**config.mk**
```make
export PLATFORM = sky130hd
export DESIGN_NAME = joystick_to_servo_pulse_conditioner_top
export DESIGN_NICKNAME = d
export VERILOG_FILES = /design/src/design/jsp_pkg.sv /design/src/design/jsp_iter.sv /design/src/design/joystick_to_servo_pulse_conditioner_top.sv
export SDC_FILE = /design/constraint.sdc
export NUM_CORES = 2
export LEC_CHECK = 0
export BUFFER_PORTS_ARGS = -buffer_cell sky130_fd_sc_hd__buf_2
export CAP_MARGIN = 15
export CORE_MARGIN = 1
export CORE_UTILIZATION = 25
export DETAILED_ROUTE_END_ITERATION = 12
export PLACE_DENSITY_LB_ADDON = 0.15
export SYNTH_ARGS = -nofsm -noshare
export SYNTH_HDL_FRONTEND = slang
export SYNTH_HIERARCHICAL = 1
export SYNTH_SLANG_ARGS = --single-unit
```
**constraint.sdc**
```tcl
create_clock -name clk_i -period 13.1 [get_ports clk_i]
set_input_delay 1.31 -clock clk_i [delete_from_list [all_inputs] [get_ports clk_i]]
set_output_delay 1.31 -clock clk_i [all_outputs]
set_load 0.005 [all_outputs]
```
**src/design/jsp_pkg.sv**
```systemverilog
// Shared types and constants of the joystick-to-servo pulse conditioner.
// No dependencies; used by jsp_iter and the top level.
`default_nettype none
package jsp_pkg;

  // Curve table size; a power of two, entries are computed on demand
  localparam int unsigned CURVE_ENTRIES = 2048;
  localparam int unsigned LOG2_N        = $clog2(CURVE_ENTRIES);
  localparam int unsigned PULSE_MIN_US  = 500;
  localparam int unsigned PULSE_MAX_US  = 2500;
  localparam int unsigned PULSE_SPAN_US = PULSE_MAX_US - PULSE_MIN_US;
  localparam int unsigned PWM_PERIOD_US = 20000;
  localparam int unsigned ANGLE_FULL    = 180;
  localparam int unsigned ANGLE_SPAN    = 175;
  localparam int unsigned Q_ONE         = 16384;
  localparam int unsigned NORM_LIMIT    = 19661;
  localparam int unsigned REMOTE_MAX    = 160;

  // Reciprocals for the constant divides of the pulse width and duty count;
  // rounded up, exact for any 8-bit angle
  localparam int unsigned     US_SHIFT   = 16;
  localparam int unsigned     US_RECIP   =
    ((PULSE_SPAN_US << US_SHIFT) + ANGLE_FULL - 1) / ANGLE_FULL;
  localparam int unsigned     DUTY_SHIFT = 20;
  localparam longint unsigned DUTY_RECIP =
    ((64'd1 << (16 + DUTY_SHIFT)) + 64'(PWM_PERIOD_US) - 64'd1) / 64'(PWM_PERIOD_US);

  // Iteration counts of the shared unit
  localparam logic [4:0] T_STEPS    = 5'd30;
  localparam logic [4:0] SQ_STEPS   = 5'd15;

  // Opcodes
  localparam logic [1:0] OP_TICK   = 2'd0;
  localparam logic [1:0] OP_REMOTE = 2'd1;
  localparam logic [1:0] OP_PING   = 2'd2;
  localparam logic [1:0] OP_RSVD   = 2'd3;

  // Register indexes
  localparam logic [2:0] REG_CENTER_X = 3'd0;
  localparam logic [2:0] REG_CENTER_Y = 3'd1;
  localparam logic [2:0] REG_EMA_W    = 3'd2;
  localparam logic [2:0] REG_DEADZONE = 3'd3;
  localparam logic [2:0] REG_TIMEOUT  = 3'd4;

  typedef struct packed {
    logic        start;
    logic        is_sqrt;
    logic [31:0] num;    // left aligned: bits are consumed from the top
    logic [15:0] den;
    logic [4:0]  steps;
  } iter_req_t;

  typedef struct packed {
    logic        done;
    logic [31:0] res;
  } iter_rsp_t;

endpackage
`default_nettype wire

```
**src/design/jsp_iter.sv**
```systemverilog
// Shared iterative unit: restoring divide (one quotient bit a cycle) or
// digit-by-digit square root (one root bit a cycle). Depends on jsp_pkg.
`default_nettype none
module jsp_iter (
  input  wire logic              clk_i,
  input  wire logic              rst_ni,
  input  wire jsp_pkg::iter_req_t req_i,
  output jsp_pkg::iter_rsp_t      rsp_o
);

  logic        busy_q, busy_d;
  logic        done_q, done_d;
  logic        sq_q, sq_d;
  logic [31:0] num_q, num_d;
  logic [15:0] den_q, den_d;
  logic [4:0]  cnt_q, cnt_d;
  logic [19:0] rem_q, rem_d;
  logic [31:0] res_q, res_d;

  logic [19:0] dshift, sshift, strial;
  logic        dge, sge;

  always_comb begin
    dshift = {rem_q[18:0], num_q[31]};
    dge    = dshift >= {4'b0, den_q};
    sshift = {rem_q[17:0], num_q[31:30]};
    strial = {res_q[17:0], 2'b01};
    sge    = sshift >= strial;

    busy_d = busy_q;
    done_d = 1'b0;
    sq_d   = sq_q;
    num_d  = num_q;
    den_d  = den_q;
    cnt_d  = cnt_q;
    rem_d  = rem_q;
    res_d  = res_q;
    if (req_i.start) begin
      busy_d = 1'b1;
      sq_d   = req_i.is_sqrt;
      num_d  = req_i.num;
      den_d  = req_i.den;
      cnt_d  = req_i.steps;
      rem_d  = '0;
      res_d  = '0;
    end else if (busy_q) begin
      if (sq_q) begin
        num_d = {num_q[29:0], 2'b00};
        rem_d = sge ? sshift - strial : sshift;
        res_d = {res_q[30:0], sge};
      end else begin
        num_d = {num_q[30:0], 1'b0};
        rem_d = dge ? dshift - {4'b0, den_q} : dshift;
        res_d = {res_q[30:0], dge};
      end
      cnt_d = cnt_q - 5'd1;
      if (cnt_q == 5'd1) begin
        busy_d = 1'b0;
        done_d = 1'b1;
      end
    end
  end

  always_ff @(posedge clk_i or negedge rst_ni) begin
    if (!rst_ni) begin
      busy_q <= 1'b0;
      done_q <= 1'b0;
    end else begin
      busy_q <= busy_d;
      done_q <= done_d;
    end
  end

  always_ff @(posedge clk_i) begin
    sq_q  <= sq_d;
    num_q <= num_d;
    den_q <= den_d;
    cnt_q <= cnt_d;
    rem_q <= rem_d;
    res_q <= res_d;
  end

  assign rsp_o.done = done_q;
  assign rsp_o.res  = res_q;

endmodule
`default_nettype wire

```
**src/design/joystick_to_servo_pulse_conditioner_top.sv**
```systemverilog
// Top level of the joystick-to-servo pulse conditioner: sequencer, state
// and output register. Depends on jsp_pkg and jsp_iter.
//
// Usage: the input channel (in_valid_i / in_stall_o) takes one beat per
// tick or remote frame; the output channel (out_valid_o / out_stall_i)
// gives one beat per joystick tick and none for remote frames.
// A remote frame is applied at the accepting edge and leaves in_stall_o low.
// A joystick tick raises in_stall_o until its result is loaded: per axis it
// runs the EMA and shaping, then a 30-step divide and two 15-step square roots for
// the curve entries on the one shared divide/sqrt unit, each run with a
// start and a done cycle; an axis inside the deadzone skips the divide and roots.
// Then come the mode step, each angle's pulse width and duty count through
// reciprocal multiplies, and the load; out_valid_o rises after the load.
// The result sits in an output register; the block takes the next beat
// while it waits, and a later tick holds in its last step until the
// receiver stops stalling and the register frees up.
// Reset clears the filters, mode, lamps and remote time, sets the remote
// angles to 90 and the registers to their defaults; no warm-up is needed.
// Configuration writes (cfg_we_i) take effect at once.
`default_nettype none
module joystick_to_servo_pulse_conditioner_top (
  input  wire logic               clk_i,
  input  wire logic               rst_ni,
  input  wire logic               cfg_we_i,
  input  wire logic [2:0]         cfg_idx_i,
  input  wire logic [15:0]        cfg_data_i,
  input  wire logic               in_valid_i,
  output logic                    in_stall_o,
  input  wire logic [1:0]         opcode_i,
  input  wire logic [11:0]        sample_x_i,
  input  wire logic [11:0]        sample_y_i,
  input  wire logic               red_button_i,
  input  wire logic               blue_button_i,
  input  wire logic [31:0]        now_ms_i,
  input  wire logic signed [15:0] yaw_tenths_i,
  input  wire logic signed [15:0] pitch_tenths_i,
  output logic                    out_valid_o,
  input  wire logic               out_stall_i,
  output logic [13:0]             pan_duty_o,
  output logic [13:0]             tilt_duty_o,
  output logic [7:0]              pan_angle_o,
  output logic [7:0]              tilt_angle_o,
  output logic                    remote_mode_o,
  output logic                    red_led_o,
  output logic                    blue_led_o
);

  localparam int unsigned L = jsp_pkg::LOG2_N;

  localparam logic [3:0] S_IDLE = 4'd0;
  localparam logic [3:0] S_EMA0 = 4'd1;
  localparam logic [3:0] S_EMA1 = 4'd2;
  localparam logic [3:0] S_SHP  = 4'd3;
  localparam logic [3:0] S_TDIV = 4'd4;
  localparam logic [3:0] S_SQ   = 4'd5;
  localparam logic [3:0] S_ENT  = 4'd6;
  localparam logic [3:0] S_INT  = 4'd7;
  localparam logic [3:0] S_ANG  = 4'd8;
  localparam logic [3:0] S_MODE = 4'd9;
  localparam logic [3:0] S_US   = 4'd10;
  localparam logic [3:0] S_DUTY = 4'd11;
  localparam logic [3:0] S_OUT  = 4'd12;

  // Configuration
  logic [11:0] cx_q, cy_q;
  logic [8:0]  ew_q;
  logic [12:0] dz_q;
  logic [15:0] to_q;

  // Block state
  logic signed [16:0] smx_q, smx_d, smy_q, smy_d;
  logic        mode_q, mode_d, red_q, red_d, blue_q, blue_d;
  logic [31:0] last_q, last_d;
  logic [7:0]  rpan_q, rpan_d, rtilt_q, rtilt_d;

  // Sequencer
  logic [3:0]  state_q, state_d;
  logic        ax_q, ax_d, sent_q, sent_d, hi_q, hi_d;
  logic [11:0] sx_q, sy_q;
  logic        rb_q, bb_q;
  logic [31:0] now_q;
  logic signed [26:0] acc_q, acc_d;
  logic        neg_q, neg_d;
  logic [L:0]  idx_q, idx_d;
  logic [13:0] frac_q, frac_d;
  logic [14:0] r_q, r_d, e0_q, e0_d, e1_q, e1_d;
  logic signed [15:0] c_q, c_d;
  logic [7:0]  js_q[2], js_d[2], ang_q[2], ang_d[2];
  logic [11:0] us_q, us_d;
  logic [13:0] duty_q[2], duty_d[2];

  // Output register
  logic        ov_q, ov_d;
  logic [13:0] opd_q, otd_q;
  logic [7:0]  opa_q, ota_q;
  logic        om_q, orl_q, obl_q, load_out;

  jsp_pkg::iter_req_t req;
  jsp_pkg::iter_rsp_t rsp;

  jsp_iter u_iter (
    .clk_i  (clk_i),
    .rst_ni (rst_ni),
    .req_i  (req),
    .rsp_o  (rsp)
  );

  logic               acc_in;
  logic               idle;
  logic [11:0]        samp, cen;
  logic signed [16:0] smooth;
  logic signed [13:0] dif13;
  logic signed [16:0] dscaled;
  logic signed [15:0] xn;
  logic [8:0]         weff;
  logic signed [27:0] sum;
  logic [15:0]        mag;
  logic [14:0]        den;
  logic [31:0]        tnum;
  logic [14:0]        tq;
  logic [L+14:0]      pos;
  logic [L:0]         kk;
  logic [31:0]        kr;
  logic [28:0]        dprod;
  logic [14:0]        y;
  logic signed [16:0] vang;
  logic [23:0]        aprod;
  logic [23:0]        asum;
  logic               md, rl, bl;
  logic [31:0]        elapsed;
  logic signed [15:0] yc, pc;
  logic [10:0]        pv, tv;
  logic [23:0]        pm, tm;
  logic [7:0]         pq, tqr;
  logic [7:0]         angsel;
  logic [27:0]        usmul;
  logic [33:0]        dmul;

  assign idle       = state_q == S_IDLE;
  assign in_stall_o = !idle;
  assign acc_in     = in_valid_i && idle;

  always_comb begin
    samp   = ax_q ? sy_q : sx_q;
    cen    = ax_q ? cy_q : cx_q;
    smooth = ax_q ? smy_q : smx_q;
    dif13  = $signed({1'b0, samp}) - $signed({1'b0, cen});
    dscaled = 17'(dif13) <<< 3;
    if (dscaled > $signed(17'(jsp_pkg::NORM_LIMIT)))       xn = 16'(jsp_pkg::NORM_LIMIT);
    else if (dscaled < -$signed(17'(jsp_pkg::NORM_LIMIT))) xn = -16'(jsp_pkg::NORM_LIMIT);
    else                                                   xn = dscaled[15:0];
    weff = (ew_q > 9'd256) ? 9'd256 : ew_q;
    sum  = 28'(acc_q) + 28'($signed({1'b0, 9'd256 - weff}) * smooth) + 28'sd128;
    mag  = smooth[16] ? 16'(-smooth) : smooth[15:0];
    den  = 15'(jsp_pkg::Q_ONE) - {2'b0, dz_q};
    tnum = ({16'b0, mag - {3'b0, dz_q}} << 14) + {18'b0, den[14:1]};
    tq   = (rsp.res > 32'(jsp_pkg::Q_ONE)) ? 15'(jsp_pkg::Q_ONE) : rsp.res[14:0];
    pos  = (L+15)'(tq) << L;
    kk   = hi_q ? idx_q + (L+1)'(1) : idx_q;
    kr   = 32'(kk) * 32'(r_q);
    dprod = 29'(e1_q - e0_q) * 29'(frac_q);
    y    = e0_q + 15'((dprod + 29'd8192) >> 14);
    vang = ax_q ? 17'(jsp_pkg::Q_ONE) + 17'(c_q) : 17'(jsp_pkg::Q_ONE) - 17'(c_q);
    aprod = 24'(jsp_pkg::ANGLE_SPAN) * 24'(vang[15:0]);
    asum  = aprod + 24'd16384;
    angsel = ang_q[ax_q];
    usmul  = 28'(angsel) * 28'(jsp_pkg::US_RECIP);
    dmul   = 34'(us_q) * 34'(jsp_pkg::DUTY_RECIP);

    md = mode_q;
    rl = red_q;
    bl = blue_q;
    if (rb_q) begin
      rl = 1'b1; bl = 1'b0; md = 1'b0;
    end else if (bb_q) begin
      bl = 1'b1; rl = 1'b0; md = 1'b1;
    end
    elapsed = now_q - last_q;
    if (md && (elapsed > {16'b0, to_q})) begin
      md = 1'b0; rl = 1'b1; bl = 1'b0;
    end

    // remote angles, divide by ten through a reciprocal
    if (yaw_tenths_i > 16'sd900)        yc = 16'sd900;
    else if (yaw_tenths_i < -16'sd900)  yc = -16'sd900;
    else                                yc = yaw_tenths_i;
    if (pitch_tenths_i > 16'sd450)       pc = 16'sd450;
    else if (pitch_tenths_i < -16'sd450) pc = -16'sd450;
    else                                 pc = pitch_tenths_i;
    pv  = 11'(yc + 16'sd905);
    tv  = 11'(16'sd905 - (pc <<< 1));
    pm  = 24'(pv) * 24'd6554;
    tm  = 24'(tv) * 24'd6554;
    pq  = pm[23:16];
    tqr = tm[23:16];
  end

  always_comb begin
    state_d = state_q;
    ax_d    = ax_q;
    sent_d  = sent_q;
    hi_d    = hi_q;
    acc_d   = acc_q;
    neg_d   = neg_q;
    idx_d   = idx_q;
    frac_d  = frac_q;
    r_d     = r_q;
    e0_d    = e0_q;
    e1_d    = e1_q;
    c_d     = c_q;
    js_d    = js_q;
    ang_d   = ang_q;
    us_d    = us_q;
    duty_d  = duty_q;
    smx_d   = smx_q;
    smy_d   = smy_q;
    mode_d  = mode_q;
    red_d   = red_q;
    blue_d  = blue_q;
    last_d  = last_q;
    rpan_d  = rpan_q;
    rtilt_d = rtilt_q;
    load_out = 1'b0;
    req     = '0;

    unique case (state_q)
      S_IDLE: begin
        if (acc_in) begin
          if (opcode_i == jsp_pkg::OP_TICK) begin
            state_d = S_EMA0;
            ax_d    = 1'b0;
          end else if (opcode_i == jsp_pkg::OP_REMOTE || opcode_i == jsp_pkg::OP_PING) begin
            last_d = now_ms_i;
            if (opcode_i == jsp_pkg::OP_REMOTE && mode_q) begin
              rpan_d  = (pq > 8'(jsp_pkg::REMOTE_MAX)) ? 8'(jsp_pkg::REMOTE_MAX) : pq;
              rtilt_d = (tqr > 8'(jsp_pkg::REMOTE_MAX)) ? 8'(jsp_pkg::REMOTE_MAX) : tqr;
            end
          end
        end
      end
      S_EMA0: begin
        acc_d   = 27'($signed({1'b0, weff}) * xn);
        state_d = S_EMA1;
      end
      S_EMA1: begin
        if (ax_q) smy_d = sum[24:8];
        else      smx_d = sum[24:8];
        state_d = S_SHP;
      end
      S_SHP: begin
        neg_d = smooth[16];
        if (smooth == 17'sd0 || mag < {3'b0, dz_q}) begin
          c_d     = '0;
          state_d = S_ANG;
        end else begin
          state_d = S_TDIV;
        end
      end
      S_TDIV: begin
        req.is_sqrt = 1'b0;
        req.num     = tnum << 2;
        req.den     = {1'b0, den};
        req.steps   = jsp_pkg::T_STEPS;
        if (!sent_q) begin
          req.start = 1'b1;
          sent_d    = 1'b1;
        end else if (rsp.done) begin
          sent_d  = 1'b0;
          idx_d   = pos[L+14:14];
          frac_d  = pos[13:0];
          hi_d    = 1'b0;
          state_d = S_SQ;
        end
      end
      S_SQ: begin
        req.is_sqrt = 1'b1;
        req.num     = (32'(kk) << (28 - L)) << 2;
        req.steps   = jsp_pkg::SQ_STEPS;
        if (!sent_q) begin
          req.start = 1'b1;
          sent_d    = 1'b1;
        end else if (rsp.done) begin
          sent_d  = 1'b0;
          r_d     = rsp.res[14:0];
          state_d = S_ENT;
        end
      end
      S_ENT: begin
        if (hi_q) begin
          e1_d    = 15'((kr + 32'(jsp_pkg::CURVE_ENTRIES / 2)) >> L);
          state_d = S_INT;
        end else begin
          e0_d    = 15'((kr + 32'(jsp_pkg::CURVE_ENTRIES / 2)) >> L);
          hi_d    = 1'b1;
          state_d = S_SQ;
        end
      end
      S_INT: begin
        c_d     = neg_q ? -$signed({1'b0, y}) : $signed({1'b0, y});
        state_d = S_ANG;
      end
      S_ANG: begin
        js_d[ax_q] = asum[22:15];
        if (ax_q) begin
          state_d = S_MODE;
        end else begin
          ax_d    = 1'b1;
          state_d = S_EMA0;
        end
      end
      S_MODE: begin
        mode_d   = md;
        red_d    = rl;
        blue_d   = bl;
        ang_d[0] = md ? rpan_q : js_q[0];
        ang_d[1] = md ? rtilt_q : js_q[1];
        ax_d     = 1'b0;
        state_d  = S_US;
      end
      S_US: begin
        us_d    = 12'(jsp_pkg::PULSE_MIN_US) + 12'(usmul >> jsp_pkg::US_SHIFT);
        state_d = S_DUTY;
      end
      S_DUTY: begin
        duty_d[ax_q] = 14'(dmul >> jsp_pkg::DUTY_SHIFT);
        if (ax_q) begin
          state_d = S_OUT;
        end else begin
          ax_d    = 1'b1;
          state_d = S_US;
        end
      end
      S_OUT: begin
        // hold until the output register is free
        if (!ov_q || !out_stall_i) begin
          load_out = 1'b1;
          state_d  = S_IDLE;
        end
      end
      default: state_d = S_IDLE;
    endcase

    ov_d = load_out ? 1'b1 : (ov_q && out_stall_i);
  end

  always_ff @(posedge clk_i or negedge rst_ni) begin
    if (!rst_ni) begin
      cx_q    <= 12'd2048;
      cy_q    <= 12'd2048;
      ew_q    <= 9'd64;
      dz_q    <= 13'd819;
      to_q    <= 16'd3000;
      smx_q   <= '0;
      smy_q   <= '0;
      mode_q  <= 1'b0;
      red_q   <= 1'b0;
      blue_q  <= 1'b0;
      last_q  <= '0;
      rpan_q  <= 8'd90;
      rtilt_q <= 8'd90;
      state_q <= S_IDLE;
      sent_q  <= 1'b0;
      ov_q    <= 1'b0;
    end else begin
      if (cfg_we_i) begin
        unique case (cfg_idx_i)
          jsp_pkg::REG_CENTER_X: cx_q <= cfg_data_i[11:0];
          jsp_pkg::REG_CENTER_Y: cy_q <= cfg_data_i[11:0];
          jsp_pkg::REG_EMA_W:    ew_q <= cfg_data_i[8:0];
          jsp_pkg::REG_DEADZONE: dz_q <= cfg_data_i[12:0];
          jsp_pkg::REG_TIMEOUT:  to_q <= cfg_data_i;
          default: ;
        endcase
      end
      smx_q   <= smx_d;
      smy_q   <= smy_d;
      mode_q  <= mode_d;
      red_q   <= red_d;
      blue_q  <= blue_d;
      last_q  <= last_d;
      rpan_q  <= rpan_d;
      rtilt_q <= rtilt_d;
      state_q <= state_d;
      sent_q  <= sent_d;
      ov_q    <= ov_d;
    end
  end

  always_ff @(posedge clk_i) begin
    if (acc_in) begin
      sx_q  <= sample_x_i;
      sy_q  <= sample_y_i;
      rb_q  <= red_button_i;
      bb_q  <= blue_button_i;
      now_q <= now_ms_i;
    end
    ax_q   <= ax_d;
    hi_q   <= hi_d;
    acc_q  <= acc_d;
    neg_q  <= neg_d;
    idx_q  <= idx_d;
    frac_q <= frac_d;
    r_q    <= r_d;
    e0_q   <= e0_d;
    e1_q   <= e1_d;
    c_q    <= c_d;
    js_q   <= js_d;
    ang_q  <= ang_d;
    us_q   <= us_d;
    duty_q <= duty_d;
    if (load_out) begin
      opd_q <= duty_q[0];
      otd_q <= duty_q[1];
      opa_q <= ang_q[0];
      ota_q <= ang_q[1];
      om_q  <= mode_q;
      orl_q <= red_q;
      obl_q <= blue_q;
    end
  end

  assign out_valid_o   = ov_q;
  assign pan_duty_o    = opd_q;
  assign tilt_duty_o   = otd_q;
  assign pan_angle_o   = opa_q;
  assign tilt_angle_o  = ota_q;
  assign remote_mode_o = om_q;
  assign red_led_o     = orl_q;
  assign blue_led_o    = obl_q;

endmodule
`default_nettype wire

```
==> results <==
- The flow ran to the end, and the final reports show no timing, DRC or antenna violations.
- The worst setup path is of the reg -> reg kind.
- Clock skew on the completed layout was measured at 34.5 ps.
- In this run the tool buffered the top-level ports with 164 buffer cells.
- The floorplan die area is 237000 sq um.
- Counting buffers and inverters, the worst setup path is 39 cells deep.
- The largest net degree at the start of global routing is 78.
- After detailed routing, the number of vias per cell comes to 4.39.
- Wire segments on met3 add up to 4.32 mm in the final route.
- In this run the cell area of the synthesized design comes to 58800 sq um.
- The part of the Yosys area used for sequential elements is 0.255.
- CTS saw 541 sinks.
- The mean area per synthesized cell is 9.73 sq um.
- In the routed design, unresolved DRC markers number 0.
- For the pin with the worst max-slew slack, the measured transition is 1120 ps.
- The number of rows created at floorplan is 177.
- The final weighted congestion of routability-driven global placement is 0.810.
- The number of nets in the final layout is 7647.
- The worst hold path passes through 0 cells.
- The vertical die dimension is 487 um.
- The clock period could shrink to 10590 ps.
- The maximum clock rate is 94.4 MHz.
- The placeable core region is 233000 sq um.
- At the worst endpoint, the arrival time is 11000 ps.
- TritonCTS built the clock tree.
- The global-route wire length before repair is 249 mm.
- The largest individual stage delay along the critical path comes from the cell ha_1.
- The most area-hungry cell type in the Yosys netlist is fa_1.
- The Yosys warning count is 6.
- The number of flops mapped to enable cells by yosys is 335.
- The root buffer cell chosen for the clock tree is clkbuf_16.
- Summed over all layers, the global routing overflow is 0.
- The floorplan step set the die width to 487 um.
- For the worst-skew pair, the clock arrives at the later sink with an insertion delay of 690 ps.
- From synthesis to final layout, the design area changed by 12.3%.
- At the worst endpoint, the required time is 13520 ps.
- The HPWL reported at the end of detailed placement is 125 mm.
- The boundary pin count is 165.
- Adding up every negative setup slack in the final design gives 0 ps.
- The peak fanout along the critical path is 26.
- The most frequently used flop master after synthesis is edfxtp_1.
- The longest clock path from root to sink contains 3 buffers.
- Setup repair after global routing left no endpoint under its margin.
- The critical path starts at ax_q$_DFFE_PP_.
- The count of pins over their slew limit is 0.
- The per-cell routed wire length is 16.4 um.
- The number of failing setup endpoints in the final timing report is 0.
- The worst-case reg-to-reg path depth is 39.
- For this configuration, the core starts out at a cell density of 0.252.
- The proportion of register bits with asynchronous set or reset after synthesis is 0.287.
- Sorting the synthesized cells by area gives the leading types as fa_1 (21%), edfxtp_1 (17%), ha_1 (15%), inv_1 (6.5%), dfrtp_1 (5.6%).
- The number of clock buffers added by TritonCTS is 75.
- Synthesis produced a netlist whose cell count is 6042.
- The clock-pin slew of the registers on the worst-case setup and hold paths is 70 ps.
- The number of hold violations in the final report was 0.
- For this run, the total global-route usage over all layers was measured as 0.133.
- The critical path's largest stage delay is 700 ps.
- The number of gates resized after cts is 0.
- The number of hold buffers added after CTS is 0.
- Once the clock tree was built, the setup fixing pass inserted 0 buffers.
- The wire length on met2 is 70.5 mm.
- The highest layer touched by signal routing is met5.
- Before antenna repair, the detailed router went through 5 iterations.
- Counting both buffers and inverters, the worst setup path holds a total of 6.
- The path class of the tightest hold or removal check is reg -> reg.
- Measured against its own limit, the worst slew margin works out to 0.256.
- The number of different library cells used by synthesis comes to 99.
- The number of antenna violations at the first check in global routing is 9.
- The routed wire length is 154 mm.
- The number of DRC markers after the initial detailed-route iteration is 2000.
- Grouping stages by cell kind, the critical path spends the most delay in adder cells.
- The residual antenna-violating net count after detailed routing is 0.
- Dividing the final minimum period by the clock period gives 0.808.
- The hold path startpoint is duty_q[16]$_DFFE_PP_.
- The share of layout cells above drive strength 1 is 0.0902.
- The max-capacitance violation count is 0.
- The worst setup path is captured at a flip-flop.
- In this run the number of H-tree levels came out at 3.
- Summing over every cut layer, the via total after detailed routing is 41220.
- The met1 wire length is 75.2 mm.
- The synthesized design contains 541 register bits.
- The number of global-route vias before repair came to 43897.
- The kind of start point of the critical path is a flip-flop.
- Of the post-synthesis cell area, the dominant cell type holds 0.213.
- The startpoint identified for the worst register-to-register timing path is ax_q$_DFFE_PP_.
-- layer usage --
metal	up-vias	global-route usage
met5	-	0
met4	4	0.0389
met3	175	0.0151
met2	556	0.219
met1	20178	0.182
li1	20307	-
-- worst register-to-register path, delay by kind of cell, from the launching register on --
kind | cells | cell delay, ps
simple gates | 6 | 1240
fa+ha+maj | 9 | 4080
xor+xnor | 2 | 430
compound gates | 15 | 3420
mux | 1 | 250
flops | 1 | 600
buf+inv | 6 | 300
-- cells in the mapped netlist (all sizes together), types with 20 or more instances --
cell / number
nor2: 485
dfrtp: 131
or2: 30
inv: 1014
or3: 29
mux2i: 115
a21o: 63
a211oi: 27
nand4: 28
o21ai: 216
fa: 625
and3: 39
clkbuf: 141
o21bai: 25
o21a: 29
dfxtp: 51
xor2: 110
nand2b: 54
ha: 712
nand2: 573
o31ai: 25
buf: 20
nand3: 82
a31oi: 36
xnor2: 208
nor2b: 70
dfstp: 24
o211ai: 26
mux2: 116
edfxtp: 335
a21oi: 208
and2: 68
nor3: 99
nor4: 23
-- state kept, by name, summed over array words and instances, names as in the netlist, 14 cells and up --
name / count
now_q: 32
u_iter/den_q: 16
r_q: 15
duty_q: 28
to_q: 16
tilt_duty_o: 14
smy_q: 17
smx_q: 17
acc_q: 25
js_q: 16
u_iter/num_q: 32
u_iter/res_q: 32
c_q: 16
u_iter/rem_q: 19
ang_q: 16
e1_q: 15
pan_duty_o: 14
last_q: 32
e0_q: 15
-- area by class of cell --
class	count	area (sq um)
clock inverters	47	474
fillers	24709	167000
clock buffers	92	2010
inverters	1018	3820
well taps	3132	3920
repair buffers	234	1370
diodes	4	10.0
flip-flops and latches	541	15000
multi-input cells	4324	39400
-- logic make-up after synthesis --
logic type,Yosys count,share of synthesized area
AOI/OAI and AO/OA,798,0.0876
xor gates and xnor gates,319,0.0478
adders and majority gates,1337,0.364
buffers and inverters,1179,0.0756
DFF,541,0.255
muxes,231,0.0424
other,1,0.0000638
and+or+nand+nor,1636,0.127
-- metrics by stage --
step / setup slack (ps) / cells / hold WS (ps) / util / instance area (sq um)
finish: 2510 / 9392 / 412 / 0.283 / 66000
global route: 1590 / 9389 / 419 / 0.283 / 66000
CTS: 1770 / 9386 / 413 / 0.283 / 66000
detailed placement: 1830 / 9247 / 405 / 0.272 / 63500
global placement: 1800 / 9247 / 404 / 0.272 / 63500
floorplan: 1980 / 6044 / 400 / - / 58800
-- worst paths after layout --
check | to | slack [ps]
worst min-delay path | pan_duty_o[2]$_DFFE_PP_ | 410
min in group asynchronous | last_q[20]$_DFFE_PN0P_ | 580
worst min register to register | pan_duty_o[2]$_DFFE_PP_ | 410
max in group asynchronous | smx_q[16]$_DFFE_PN0P_ | 10580
worst max-delay path | acc_q[24]$_DFFE_PP_ | 2510
worst max register to register | acc_q[24]$_DFFE_PP_ | 2510
-- layout by cell type, fill, tap and decap left out, types with 70 or more instances in the layout --
| master | Yosys | layout |
|---|---|---|
| ha_1 | 712 | 712 |
| nor2_1 | 483 | 479 |
| edfxtp_1 | 335 | 335 |
| nand3_1 | 82 | 82 |
| dfrtp_1 | 131 | 130 |
| a21oi_1 | 206 | 206 |
| mux2_2 | 107 | 107 |
| nor2b_1 | 70 | 70 |
| fa_1 | 625 | 625 |
| nor3_1 | 99 | 96 |
| inv_1 | 1012 | 1012 |
| xnor2_1 | 208 | 208 |
| xor2_1 | 110 | 110 |
| nand2_1 | 573 | 573 |
| mux2i_1 | 115 | 114 |
| o21ai_0 | 207 | 207 |
| clkbuf_16 | 0 | 76 |
| buf_2 | 8 | 163 |
Power is not shown: default switching activity piles up to over one toggle a cycle in this logic, so the estimate is an artifact.
